## src/sv/assert_macros.svh

```systemverilog
// Assertion helpers shared by the RTL files.
// BPD_ASSERT checks a property while reset is released.
// BPD_ASSERT_ALWAYS checks a property at every clock edge, reset included.
`ifndef ASSERT_MACROS_SVH
`define ASSERT_MACROS_SVH
`ifndef SYNTHESIS
`define BPD_ASSERT(lbl, clk, rst_n, prop, msg) \
    lbl: assert property (@(posedge clk) disable iff (!rst_n) prop) else $error(msg);
`define BPD_ASSERT_ALWAYS(lbl, clk, prop, msg) \
    lbl: assert property (@(posedge clk) prop) else $error(msg);
`else
`define BPD_ASSERT(lbl, clk, rst_n, prop, msg)
`define BPD_ASSERT_ALWAYS(lbl, clk, prop, msg)
`endif
`endif

```

## src/sv/bpd_pkg.sv

```systemverilog
package bpd_pkg;

    localparam int PALETTE_ENTRIES_DEF = 20;
    localparam int DEFAULT_COLOURS     = 19;
    localparam int RUN_LEN             = 16;
    localparam int CNT_W               = $clog2(RUN_LEN);
    localparam logic [CNT_W-1:0] RUN_LAST = CNT_W'(RUN_LEN - 1);

    // action codes
    localparam logic [1:0] ACT_PAL_WRITE = 2'd0;
    localparam logic [1:0] ACT_DECODE    = 2'd1;
    localparam logic [1:0] ACT_BORDER    = 2'd2;
    localparam logic [1:0] ACT_NONE      = 2'd3;

    // video modes
    localparam logic [2:0] MODE_320X16     = 3'd0;
    localparam logic [2:0] MODE_320X4      = 3'd1;
    localparam logic [2:0] MODE_320X4_SPEC = 3'd2;
    localparam logic [2:0] MODE_160X16     = 3'd3;
    localparam logic [2:0] MODE_640X2      = 3'd4;
    localparam logic [2:0] MODE_MO_320X16  = 3'd5;

    // configuration register indexes
    localparam logic CFG_VIDEO_MODE   = 1'b0;
    localparam logic CFG_BORDER_COLOR = 1'b1;

    typedef struct packed {
        logic [1:0] action;
        logic [7:0] plane_high;
        logic [7:0] plane_low;
        logic [4:0] palette_index;
        logic [3:0] red;
        logic [3:0] green;
        logic [3:0] blue;
    } t_in_item;

    typedef struct packed {
        logic [15:0] pixel_rgb565;
        logic        last_pixel;
    } t_out_item;

    typedef struct packed {
        logic       en;
        logic [4:0] idx;
        logic [3:0] red;
        logic [3:0] green;
        logic [3:0] blue;
    } t_pal_wr;

    function automatic logic [7:0] gamma(input logic [3:0] step);
        logic [7:0] v;
        case (step)
            4'd0:    v = 8'd0;
            4'd1:    v = 8'd100;
            4'd2:    v = 8'd127;
            4'd3:    v = 8'd147;
            4'd4:    v = 8'd163;
            4'd5:    v = 8'd179;
            4'd6:    v = 8'd191;
            4'd7:    v = 8'd203;
            4'd8:    v = 8'd215;
            4'd9:    v = 8'd223;
            4'd10:   v = 8'd231;
            4'd11:   v = 8'd239;
            4'd12:   v = 8'd243;
            4'd13:   v = 8'd247;
            4'd14:   v = 8'd251;
            default: v = 8'd255;
        endcase
        return v;
    endfunction

    // RGB565: top five bits of red, top six of green, top five of blue
    function automatic logic [15:0] make_colour(input logic [3:0] r,
                                                input logic [3:0] g,
                                                input logic [3:0] b);
        logic [7:0] rv;
        logic [7:0] gv;
        logic [7:0] bv;
        rv = gamma(r);
        gv = gamma(g);
        bv = gamma(b);
        return {rv[7:3], gv[7:2], bv[7:3]};
    endfunction

    // default steps as {red, green, blue}
    function automatic logic [11:0] default_rgb(input int idx);
        logic [11:0] v;
        case (idx)
            0:       v = 12'h000;
            1:       v = 12'hF00;
            2:       v = 12'h0F0;
            3:       v = 12'hFF0;
            4:       v = 12'h00F;
            5:       v = 12'hF0F;
            6:       v = 12'h0FF;
            7:       v = 12'hFFF;
            8:       v = 12'h777;
            9:       v = 12'hA33;
            10:      v = 12'h3A3;
            11:      v = 12'hAA3;
            12:      v = 12'h33A;
            13:      v = 12'hA3A;
            14:      v = 12'h7EE;
            15:      v = 12'hB30;
            16:      v = 12'hBBB;
            17:      v = 12'hEEE;
            18:      v = 12'h222;
            default: v = 12'h000;
        endcase
        return v;
    endfunction

    function automatic logic [15:0] default_colour(input int idx);
        logic [11:0] rgb;
        rgb = default_rgb(idx);
        if (idx < DEFAULT_COLOURS) begin
            return make_colour(rgb[11:8], rgb[7:4], rgb[3:0]);
        end
        return 16'h0000;
    endfunction

endpackage

```

## src/sv/bpd_dot_decode.sv

```systemverilog
module bpd_dot_decode (
    input  logic [2:0]  i_mode,
    input  logic [15:0] i_planes,
    input  logic [3:0]  i_pixel,
    output logic [3:0]  o_index
);

    logic [7:0] hi;
    logic [7:0] lo;
    logic [2:0] dot;

    assign hi  = i_planes[15:8];
    assign lo  = i_planes[7:0];
    // double-width dots: plane bit 7 first
    assign dot = ~i_pixel[3:1];

    always_comb begin
        unique case (i_mode)
            bpd_pkg::MODE_320X4: begin
                o_index = {2'b00, hi[dot], lo[dot]};
            end
            bpd_pkg::MODE_320X4_SPEC: begin
                o_index = {2'b00, i_planes[{dot, 1'b0} +: 2]};
            end
            bpd_pkg::MODE_160X16: begin
                o_index = i_planes[{~i_pixel[3:2], 2'b00} +: 4];
            end
            bpd_pkg::MODE_640X2: begin
                o_index = {3'b000, i_planes[~i_pixel]};
            end
            bpd_pkg::MODE_MO_320X16: begin
                o_index = hi[dot] ? lo[7:4] : lo[3:0];
            end
            default: begin
                // colour-form, also taken for unused mode codes
                o_index = hi[dot] ? {~lo[6], lo[5:3]} : {~lo[7], lo[2:0]};
            end
        endcase
    end

endmodule

```

## config.mk

```make
export PLATFORM = sky130hd
export DESIGN_NAME = bpd_dot_decode
export DESIGN_NICKNAME = d
export VERILOG_FILES = /design/src/sv/assert_macros.svh /design/src/sv/bpd_pkg.sv /design/src/sv/bpd_dot_decode.sv
export SDC_FILE = /design/constraint.sdc
export NUM_CORES = 1
export LEC_CHECK = 0
export BUFFER_PORTS_ARGS = -buffer_cell sky130_fd_sc_hd__buf_4
export CORE_AREA = 2 2 39 41
export DETAILED_ROUTE_END_ITERATION = 8
export DIE_AREA = 0 0 41 43
export GPL_TIMING_DRIVEN = 1
export PLACE_DENSITY_LB_ADDON = 0.05
export SYNTH_ARGS = -nofsm -noshare
export SYNTH_HDL_FRONTEND = slang
export SYNTH_SLANG_ARGS = --single-unit
```

## constraint.sdc

```tcl
create_clock -name vclk -period 2.3
set_input_delay 0 -clock vclk [all_inputs]
set_output_delay 0 -clock vclk [all_outputs]
set_load 0.005 [all_outputs]
```

=== Yosys cells after proc, flatten, opt, wreduce, memory -nomap -nowiden ===
Index checks and enable logic that the tools add are counted.

* Register bits: 0
* Latch bits: 0
* Bits in writable memories: 0
* ROM bits: 0
* Input bits: 23
* Output and inout bits: 4
* Word-level logic and storage cells: 23
* Memories: 0

* Add/sub/neg operators: 0
* Multiply operators: 0
* Divide/modulo/power cells: 0
* Magnitude comparators: 2
* Eq/ne operators: 5
* Shifts and indexed selects: 2
* Muxes and demuxes: 9
* Bitwise gates (word level): 5
* Reduce and logical (&&, ||, !) cells: 0

{| class="wikitable"
|+ Operators by type and width
! kind !! count
|-
| 4-bit case mux with 5 select lines || 1
|-
| 16-bit by 5-bit indexed part select with 2-bit output || 1
|-
| 16-bit by 5-bit indexed part select with 4-bit output || 1
|-
| 4-bit 2-to-1 mux || 2
|-
| 1-bit binary-select mux with 3-bit select || 2
|-
| 3-bit by 2-bit == test with 1-bit output, second input constant || 2
|-
| 3-bit == test, second input constant || 2
|-
| 4-bit by 5-bit less-than comparator with 1-bit output, second input constant || 1
|-
| 1-bit binary-select mux with 4-bit select || 1
|-
| 3-bit by 4-bit less-than comparator with 1-bit output, second input constant || 1
|-
| 4-bit NOT || 1
|-
| 3-bit by 1-bit == test with 1-bit output, second input constant || 1
|-
| 1-bit 2-to-1 mux || 3
|-
| 3-bit NOT || 1
|-
| 1-bit NOT || 2
|-
| 2-bit NOT || 1
|}

=== Depth between registers and ports, before layout ===
Gate-level depths: netlist (run 1).

* Word-level depth: 5
* Mapped depth: 7
* Depth with buffers taken out: 5

=== Worst setup path after synthesis (run 1) ===
OpenSTA, ideal clock, no wires.

* Path type: input to output
* Start point: in i_pixel[3]
* End point: out o_index[1]
* Data arrival time: 1.528 ns
* Data required time: 2.300 ns
* Setup slack: 0.772 ns
* Stages: 6
* Path buffers: 2
* Cell sequence: buf_6 -> mux4_2 -> mux2_4 -> buf_6 -> a311o_1 -> a32oi_1

* Word-level cells in the longest chain between the ends: 5
* Elaborated cells on any way between the ends: 9
* Classes of those cells: shift: 2; mux: 5; bitwise: 2

{| class="wikitable"
|+ Ends and longest elaborated chain
! item !! RTL line !! RTL
|-
| start, declared || bpd_dot_decode.sv:4 || <nowiki>input logic [3:0] i_pixel,</nowiki>
|-
| 3-bit NOT || bpd_dot_decode.sv:15 || <nowiki>assign dot = ~i_pixel[3:1];</nowiki>
|-
| 1-bit binary-select mux with 3-bit select || bpd_dot_decode.sv:20, bpd_dot_decode.sv:32, bpd_dot_decode.sv:36 ||
|-
| 1-bit 2-to-1 mux (implied by the code) || bpd_dot_decode.sv:20, bpd_dot_decode.sv:32, bpd_dot_decode.sv:36 ||
|-
| 4-bit 2-to-1 mux, on equally long branches || bpd_dot_decode.sv:36, bpd_dot_decode.sv:32 ||
|-
| 4-bit case mux with 5 select lines * || bpd_dot_decode.sv:18 || <nowiki>unique case (i_mode)</nowiki>
|-
| end, declared || bpd_dot_decode.sv:5 || <nowiki>output logic [3:0] o_index</nowiki>
|}

Every way passes the cells marked *; elsewhere a longest branch is shown, timed or not. The select of a mux whose other input is x is not followed.

=== Final worst setup path (run 1) ===
* Start point: in i_pixel[3]
* End point: out o_index[2]

* Word-level cells in the longest chain between the ends: 5
* Elaborated cells on any way between the ends: 8
* Classes of those cells: shift: 1; mux: 5; bitwise: 2

{| class="wikitable"
|+ Ends and longest elaborated chain
! item !! RTL line
|-
| 3-bit NOT || bpd_dot_decode.sv:15
|-
| 1-bit binary-select mux with 3-bit select || bpd_dot_decode.sv:32, bpd_dot_decode.sv:36
|-
| 1-bit 2-to-1 mux (implied by the code) || bpd_dot_decode.sv:32, bpd_dot_decode.sv:36
|-
| 4-bit 2-to-1 mux, on equally long branches || bpd_dot_decode.sv:36, bpd_dot_decode.sv:32
|-
| 4-bit case mux with 5 select lines * || bpd_dot_decode.sv:18
|}

Marks and branches as above.

==> metrics, run 1 <==
WP data required 2.30 ns; combinational family with the most area after synthesis multiplexers; final period utilization 0.770; most frequent cell after synthesis mux2i_1; simple-gate share of the synthesized area 0.213; sequential cell count 0; largest net degree at the start of global routing 15; Internal Power between 0.00009 and 0.0001 W; total power divided by cell area around 210 nW/um^2; Post-Synth Adder-Cell Area 0; Comb pwr share 1.000; sw power slightly above 0.00007 W; IO Port Bufs 27; Synth cell types 33; min setup slack post-route between 0.5 and 0.6 ns; drt drc 0; grt total ovfl 0; max frequency around 0.56 GHz; Finish-stage setup viols 0; Post-Syn Area roughly 600 um^2; first-pass GRT wire length between 2000 and 3000 um; worst ir drop on vdd roughly 91 uV; dpl hpwl 1300 um; Final Hold Vio Count 0; Synth Warn # 0; Startpoint Class input port; xor/xnor share of the synthesized area 0; post-synthesis mux area share 0.449; vias between 600 and 700; Vias/cell between 6 and 7; Post-CTS Setup Repair Bufs 0; core area between 1000 and 1500 um^2; Worst Setup End Kind output pin; synth top area cells mux4_1 18%, mux2i_1 12%, mux4_2 11%; Die Ht about 43 um; Max FO, Critical Path 11; CLK BUF 0; Total Wirelength about 1600 um; vias in the first global route ~600; max cap viols 0; Seq pwr share 0; Max Slew Vio Count 0; layout cells sized above 1 0.344; number of gates resized after cts 0; RSZ-0062 raised after global routing no; IO Count 27; arrival time worst endpoint between 1.5 and 2 ns; Starting Density 0.433; std cell rows 14; antenna-violating nets left 0; detail-routed net length per standard cell around 15 um; Hold Crit Class input port to output pin; RePlAce Congestion 0.761; Setup CP Type input port to output pin; Leak 0.341 nW; Mapped Nets 92; Synth area leader mux4_1; outcome finished clean; Syn Area/Cell about 8.7 um^2; Compound-Gate Fraction of Synth Area 0.236; fin nets roughly 120; Tightest Pin Transition 0.613 ns; Layout area overhead 29.4%; Placement Setup Slack 0.525 ns; quantity of hold-fixing buffers added after cts 0; Mapped Cells 69; Reg area 0 um^2; First-pass DRT Iterations 4; hold slack 0.406 ns; Hold Crit Depth 4; Final Cell Area a little under 800 um^2; cell area after placement between 700 and 800 um^2; setup TNS 0 ns; initial antenna violation count 0; switching share of power 0.440; post-synth top area share 0.175; Final Critical Period approximately 1.8 ns; register area share after synthesis 0; # diodes 0; clock network power share 0; DRT iter0 DRCs 10; full die area ~1800 um^2; all-layer global routing usage 0.205; Synth top cells by count 7 x mux2i_1, 5 x nand2_1; die width ~41 um; Max-slew headroom 0.581
## cells in the final DEF (no fill, tap or decap)
cell type and instances:
a211oi_1 2, nor3_1 1, a21o_1 1, nor2b_1 4, o211ai_1 1, nor3b_1 3, o41ai_1 1, o21ai_0 3
or3_1 1, and3_1 1, a32oi_1 1, a2bb2oi_1 1, mux4_1 4, a2111oi_0 1, nand3_1 4, a21oi_1 1
mux2i_1 7, a311o_1 2, nand2_1 5, o22ai_1 1, nor4_1 1, o311ai_0 1, a22oi_1 2, nand2b_1 1
a31oi_1 1, mux2_1 1, mux2_4 1, buf_4 27, inv_1 4, nor2_1 3, mux4_2 3
## metrics by stage
stage,util,total power [W],std cells
after CTS,0.561,0.000165,106
final,0.561,0.000164,106
after floorplan,-,0.000104,69
after global routing,0.561,0.000179,106
after detailed placement,0.561,0.000164,106
after global placement,0.561,0.000163,106
## routing by layer
layer,global-route usage,share of wire,vias to the layer above
li1,-,-,325
met1,0.273,0.44,313
met2,0.375,0.52,18
met3,0,0.044,0
met4,0,0,0
met5,0,0,-
## worst max-delay path: stages
cell and delay (ns):
buf_4 0.15, mux4_2 0.51, mux2_4 0.35, mux2_1 0.33, a31oi_1 0.17, a22oi_1 0.10, buf_4 0.16
## power by group through the flow
| stage | combinational, W | sequential (W) | clock (W) |
|---|---|---|---|
| 2_1_floorplan | 0.000104 | 0 | 0 |
| 4_1_cts | 0.000165 | 0 | 0 |
| 3_3_place_gp | 0.000163 | 0 | 0 |
| 3_5_place_dp | 0.000164 | 0 | 0 |
| 5_1_grt | 0.000179 | 0 | 0 |
| 6_report | 0.000164 | 0 | 0 |
## kinds of logic after synthesis
family	Yosys count
AND/OR/NAND/NOR	24
multiplexers	16
AO/OA/AOI/OAI	19
buffers and inverters	10
## layout make-up
cell class,instances,area (um^2)
fill,152,608
inverter,4,15.0
multi-input combinational,59,538
tap,16,20.0
timing repair buffer,27,203
## path summary, 6_finish.rpt
kind / start / endpoint / slack, ns
max: i_pixel[3] / o_index[2] / 0.53
min: i_planes[1] / o_index[1] / 0.41
No activity file was read; power rests on OpenSTA's default activity.
==> run 2: changes to the inputs <==
- CORE_AREA: 2 2 39 41 -> unset
- CORE_UTILIZATION: unset -> 46
- DIE_AREA: 0 0 41 43 -> unset
- clock period: 2.3 -> 1.5 ns (I/O delays scaled with it)
==> run 2 against run 1 <==
The flow now finishes with violations (negative setup slack). Hold slack improved by 0.018 ns. Power rose by 93%. Final cell count rose by 8.5%. Critical endpoint is now o_index[0]. Die area fell by 18%. Non-clock buffer count rose by 11. Sequential share of layout area did not move. Combinational power rose by 93%. First-iteration DRC count rose by 120%. Clock-buffer cell count did not move. Sequential cell count did not move. Global-route usage rose by 7.3 points.
==> metrics, run 2 (same netlist as run 1, synthesis figures left out) <==
largest net degree at the start of global routing 12 (was 15); Fillers 85 (was 152); all-layer global routing usage 0.278 (was 0.205); Crit-path slowest cell mux4_2 (unchanged); vias 730 (was 656); Met2 Routed Length 977 um (was 846 um); Vias/cell 6.35 (was 6.19); Starting Density 0.518 (was 0.433); total power divided by cell area 349 nW/um^2 (was 211 nW/um^2); max cap viols 0 (unchanged); RePlAce Congestion 0.820 (was 0.761); Max FO, Critical Path 5 (was 11); Final Critical Period ~1.6 ns; RSZ-0062 raised after global routing yes (was no); detail-routed net length per standard cell 15.8 um (was 15.4 um); first-pass GRT wire length 2930 um (was 2590 um); vias in the first global route 669 (was 584); fin nets 126 (was 115); Startpoint Class input port (unchanged); failing checks negative setup slack; hold_sp i_planes[1] (unchanged); clock network power share 0 (about the same); antenna-violating nets left 0 (unchanged); Leak 0.412 nW (was 0.341 nW); sw power 0.000128 W (was 0.0000720 W); most frequent cells in the layout 34 x buf_4, 7 x mux2i_1, 5 x nand2_1 (was 27 x buf_4, 7 x mux2i_1, 5 x nand2_1); Worst Setup End Kind output pin (unchanged); min setup slack post-route -0.147 ns (was 0.530 ns); die width 38.1 um (was 41 um); Setup CP Type input port to output pin (unchanged); switching share of power 0.406 (was 0.440); Hold Crit Depth 4 (unchanged); Hold Crit Class input port to output pin (unchanged); Internal Power 0.000188 W (was 0.0000917 W); outcome complete, but fails checks (was finished clean); Finish-stage setup viols 4 (was 0); M1 WL 756 um (was 711 um); drt drc 0 (unchanged); most common cell after layout, fill and taps aside buf_4 (unchanged); crit-path cells buf_8 > mux4_2 > mux2_4 > buf_12 > mux2i_1 > a2bb2oi_1 > a22oi_1 > buf_4 (was buf_4 > mux4_2 > mux2_4 > mux2_1 > a31oi_1 > a22oi_1 > buf_4); DRT iter0 DRCs 22 (was 10); CP peak stage delay 0.47 ns (was 0.51 ns); worst ir drop on vdd 172 uV (was 91.4 uV); Reg area 0 um^2 (unchanged); Seq pwr share 0 (about the same); Die Ht 38.1 um (was 43 um); max frequency 0.607 GHz; core area 1160 um^2 (was 1380 um^2); CLK BUF 0 (unchanged); multi-input logic area 562 um^2 (was 538 um^2); setup TNS -0.354 ns (was 0 ns); Tightest Pin Transition 0.713 ns (was 0.613 ns); full die area 1450 um^2 (was 1760 um^2); CP bufs+invs 3 (was 2); std cell rows 12 (was 14); Max-slew headroom 0.520 (was 0.581); WP data required 1.50 ns (was 2.30 ns); layout cells sized above 1 0.446 (was 0.344); IO Count 27 (unchanged); Max Slew Vio Count 0 (unchanged); Top delay family on crit path multiplexers (unchanged); met3 WL 87 um (was 71 um); arrival time worst endpoint 1.65 ns (was 1.77 ns); hold slack 0.424 ns (was 0.406 ns); Layout area overhead 51.4% (was 29.4%); First-pass DRT Iterations 4 (unchanged); # diodes 0 (unchanged); Comb pwr share 1.000 (about the same); Total Wirelength 1820 um (was 1630 um); final period utilization 1.10; dpl hpwl 1430 um (was 1300 um); Max Used Layer met3 (unchanged); IO Port Bufs 27 (unchanged); Final Hold Vio Count 0 (unchanged); grt total ovfl 0 (unchanged); initial antenna violation count 0 (unchanged); sequential cell count 0 (unchanged); Min-Delay Endpoint o_index[1] (unchanged)
run 2: repair_timing:
action | 4_1_cts | 5_1_grt
cloned | 0 | 0
setup endpoints to repair | 4 | 4
gates resized for setup | 7 | 0
hold buffers | 0 | 0
setup buffers | 2 | 0
pin swaps | 3 | 1
run 2: area by class of cell:
class	count	area share
inverter	4	0.0166
timing repair buffer	38	0.345
tap	14	0.0193
multi-input combinational	59	0.619
run 2: power groups by stage:
stage                     Combinational, W  Clock, W  Sequential (W)
after floorplan                   0.000162         0               0
after global placement            0.000283         0               0
after detailed placement          0.000289         0               0
after CTS                         0.000314         0               0
after global routing              0.000338         0               0
final                             0.000316         0               0
run 2: metal layers:
metal | vias to the layer above | track usage
met3 | 0 | 0
met5 | - | 0
met1 | 346 | 0.342
met2 | 33 | 0.555
li1 | 351 | -
met4 | 0 | 0.0179
run 2: stage by stage:
stage	worst slack [ns]	area (um^2)	std cells	total power [W]	util
5_1_grt	-0.193	907	115	0.000338	0.785
6_report	-0.147	907	115	0.000316	0.785
3_3_place_gp	-0.127	853	113	0.000283	0.738
3_5_place_dp	-0.205	853	113	0.000289	0.738
2_1_floorplan	0.0246	608	69	0.000162	-
4_1_cts	-0.119	907	115	0.000314	0.785
run 2: worst max path at each step:
stage                     from          to  slack, ns  cells after the start
floorplan           i_pixel[3]  o_index[1]       0.02                      6
global placement    i_pixel[3]  o_index[2]      -0.13                      7
detailed placement  i_pixel[3]  o_index[2]      -0.20                      7
CTS                 i_pixel[3]  o_index[0]      -0.12                      8
global route        i_pixel[3]  o_index[0]      -0.19                      8
finish              i_pixel[3]  o_index[0]      -0.15                      8
==> run 3: changes to the inputs <==
- PLACE_DENSITY_LB_ADDON: 0.05 -> 0.12
==> run 3 against run 2 <==
The run still ends with negative setup slack left. Utilization down 0.76 points. Wire length is 8.1% lower. Sequential share of layout area did not move. Non-clock buffer count is the same. Largest cell class unchanged. Highest routed layer unchanged.
==> metrics, run 3 (same netlist as run 1, synthesis figures left out) <==
Reg area 0 um^2 (unchanged); Min-Delay Endpoint o_index[1] (unchanged); outcome complete, but fails checks (unchanged); Max-slew headroom 0.538 (was 0.520); Finish-stage setup viols 4 (unchanged); non-filler instance count after layout 115 (unchanged); most common cell after layout, fill and taps aside buf_4 (unchanged); first-pass GRT wire length 2730 um (was 2930 um); Setup CP Type input port to output pin (unchanged); Hold Crit Depth 4 (unchanged); Final Hold Vio Count 0 (unchanged); Total Wirelength 1670 um (was 1820 um); Final Cell Area 898 um^2 (was 907 um^2); most frequent cells in the layout 34 x buf_4, 7 x mux2i_1, 5 x mux4_2, 5 x nand2_1 (was 34 x buf_4, 7 x mux2i_1, 5 x nand2_1); grt total ovfl 0 (unchanged); Startpoint Class input port (unchanged); largest net degree at the start of global routing 12 (unchanged); dpl hpwl 1320 um (was 1430 um); max cap viols 0 (unchanged); # diodes 0 (unchanged); antenna-violating nets left 0 (unchanged); Tightest Pin Transition 0.686 ns (was 0.713 ns); Max FO, Critical Path 5 (unchanged); full die area 1450 um^2 (unchanged); Worst Setup End Kind output pin (unchanged); detail-routed net length per standard cell 14.5 um (was 15.8 um); drt drc 0 (unchanged); layout cells sized above 1 0.485 (was 0.446); arrival time worst endpoint 1.59 ns (was 1.65 ns); vias in the first global route 616 (was 669); Vias/cell 6.09 (was 6.35); initial antenna violation count 0 (unchanged); Placed Instances 113 (unchanged); overall power 0.000313 W (was 0.000316 W); CLK BUF 0 (unchanged); Util after Layout 0.777 (was 0.785); std cell rows 12 (unchanged); setup TNS -0.227 ns (was -0.354 ns); Critical Path Start i_pixel[3] (unchanged); Layout area overhead 49.9% (was 51.4%); failing checks negative setup slack (unchanged); Max Slew Vio Count 0 (unchanged); RSZ-0062 raised after global routing yes (unchanged); sequential cell count 0 (unchanged); core area 1160 um^2 (unchanged); cell area after placement 841 um^2 (was 853 um^2); Die Ht 38.1 um (unchanged); vias 700 (was 730); hold_sp i_planes[1] (unchanged); RePlAce Congestion 0.803 (was 0.820); IO Count 27 (unchanged); Fillers 89 (was 85); DRT iter0 DRCs 11 (was 22); Starting Density 0.518 (unchanged); IO Port Bufs 27 (unchanged); quantity of hold-fixing buffers added after cts 0 (unchanged); all-layer global routing usage 0.259 (was 0.278); Final Critical Period 1.59 ns (was 1.65 ns); fin nets 126 (unchanged); Leak 0.400 nW (was 0.412 nW); die width 38.1 um (unchanged); total power divided by cell area 348 nW/um^2 (was 349 nW/um^2); final period utilization 1.06 (was 1.10); min setup slack post-route -0.0901 ns (was -0.147 ns); First-pass DRT Iterations 4 (unchanged); worst ir drop on vdd 212 uV (was 172 uV); Hold Crit Class input port to output pin (unchanged); max frequency 0.629 GHz (was 0.607 GHz); WP data required 1.50 ns (about the same)
## run 3: cell counts in the layout (fill, tap and decap cells not counted)
Identical to the previous run, type by type.
## run 3: worst max-delay path by stage
| stage | end | slack, ns | cells past startpoint |
|---|---|---|---|
| 5_1_grt | o_index[0] | -0.16 | 8 |
| 4_1_cts | o_index[0] | -0.07 | 8 |
| 2_1_floorplan | o_index[1] | 0.02 | 6 |
| 3_5_place_dp | o_index[0] | -0.14 | 8 |
| 3_3_place_gp | o_index[2] | -0.12 | 7 |
| 6_report | o_index[2] | -0.09 | 7 |
## run 3: repair_timing
item,in CTS,in global routing
setup buffers,2,0
pin swaps,5,1
endpoints found under the setup margin,4,4
gates resized for setup,9,5
## run 3: cell type report
class | instances | area [um^2] | area share
well taps | 14 | 17.5 | 0.0195
inverters | 4 | 15.0 | 0.0167
multi-input cells | 59 | 562 | 0.625
repair buffers | 38 | 304 | 0.338
## run 3: report_power, final
group	total [W]	switching [W]	internal, W
sequential	0	0	0
clock	0	0	0
combinational	0.000313	0.000128	0.000184
## run 3: routing by layer
layer  up-vias  GRT usage  wire [um]
met4         0          0          0
met3         0          0        100
met2        32      0.483        816
met1       319      0.354        756
li1        349          -          -
met5         -          0          0
## run 3: critical path, stage by stage
cell and delay (ns):
buf_8 0.08, mux4_2 0.47, mux2_4 0.31, mux2_4 0.32, a31oi_4 0.14, a22oi_2 0.09
buf_4 0.17
## run 3: per-stage QoR
step           setup WS, ns  hold slack [ns]
6_report            -0.0901            0.414
2_1_floorplan        0.0246            0.135
4_1_cts             -0.0735            0.416
5_1_grt              -0.155            0.443
3_5_place_dp         -0.142            0.410
3_3_place_gp         -0.123            0.408
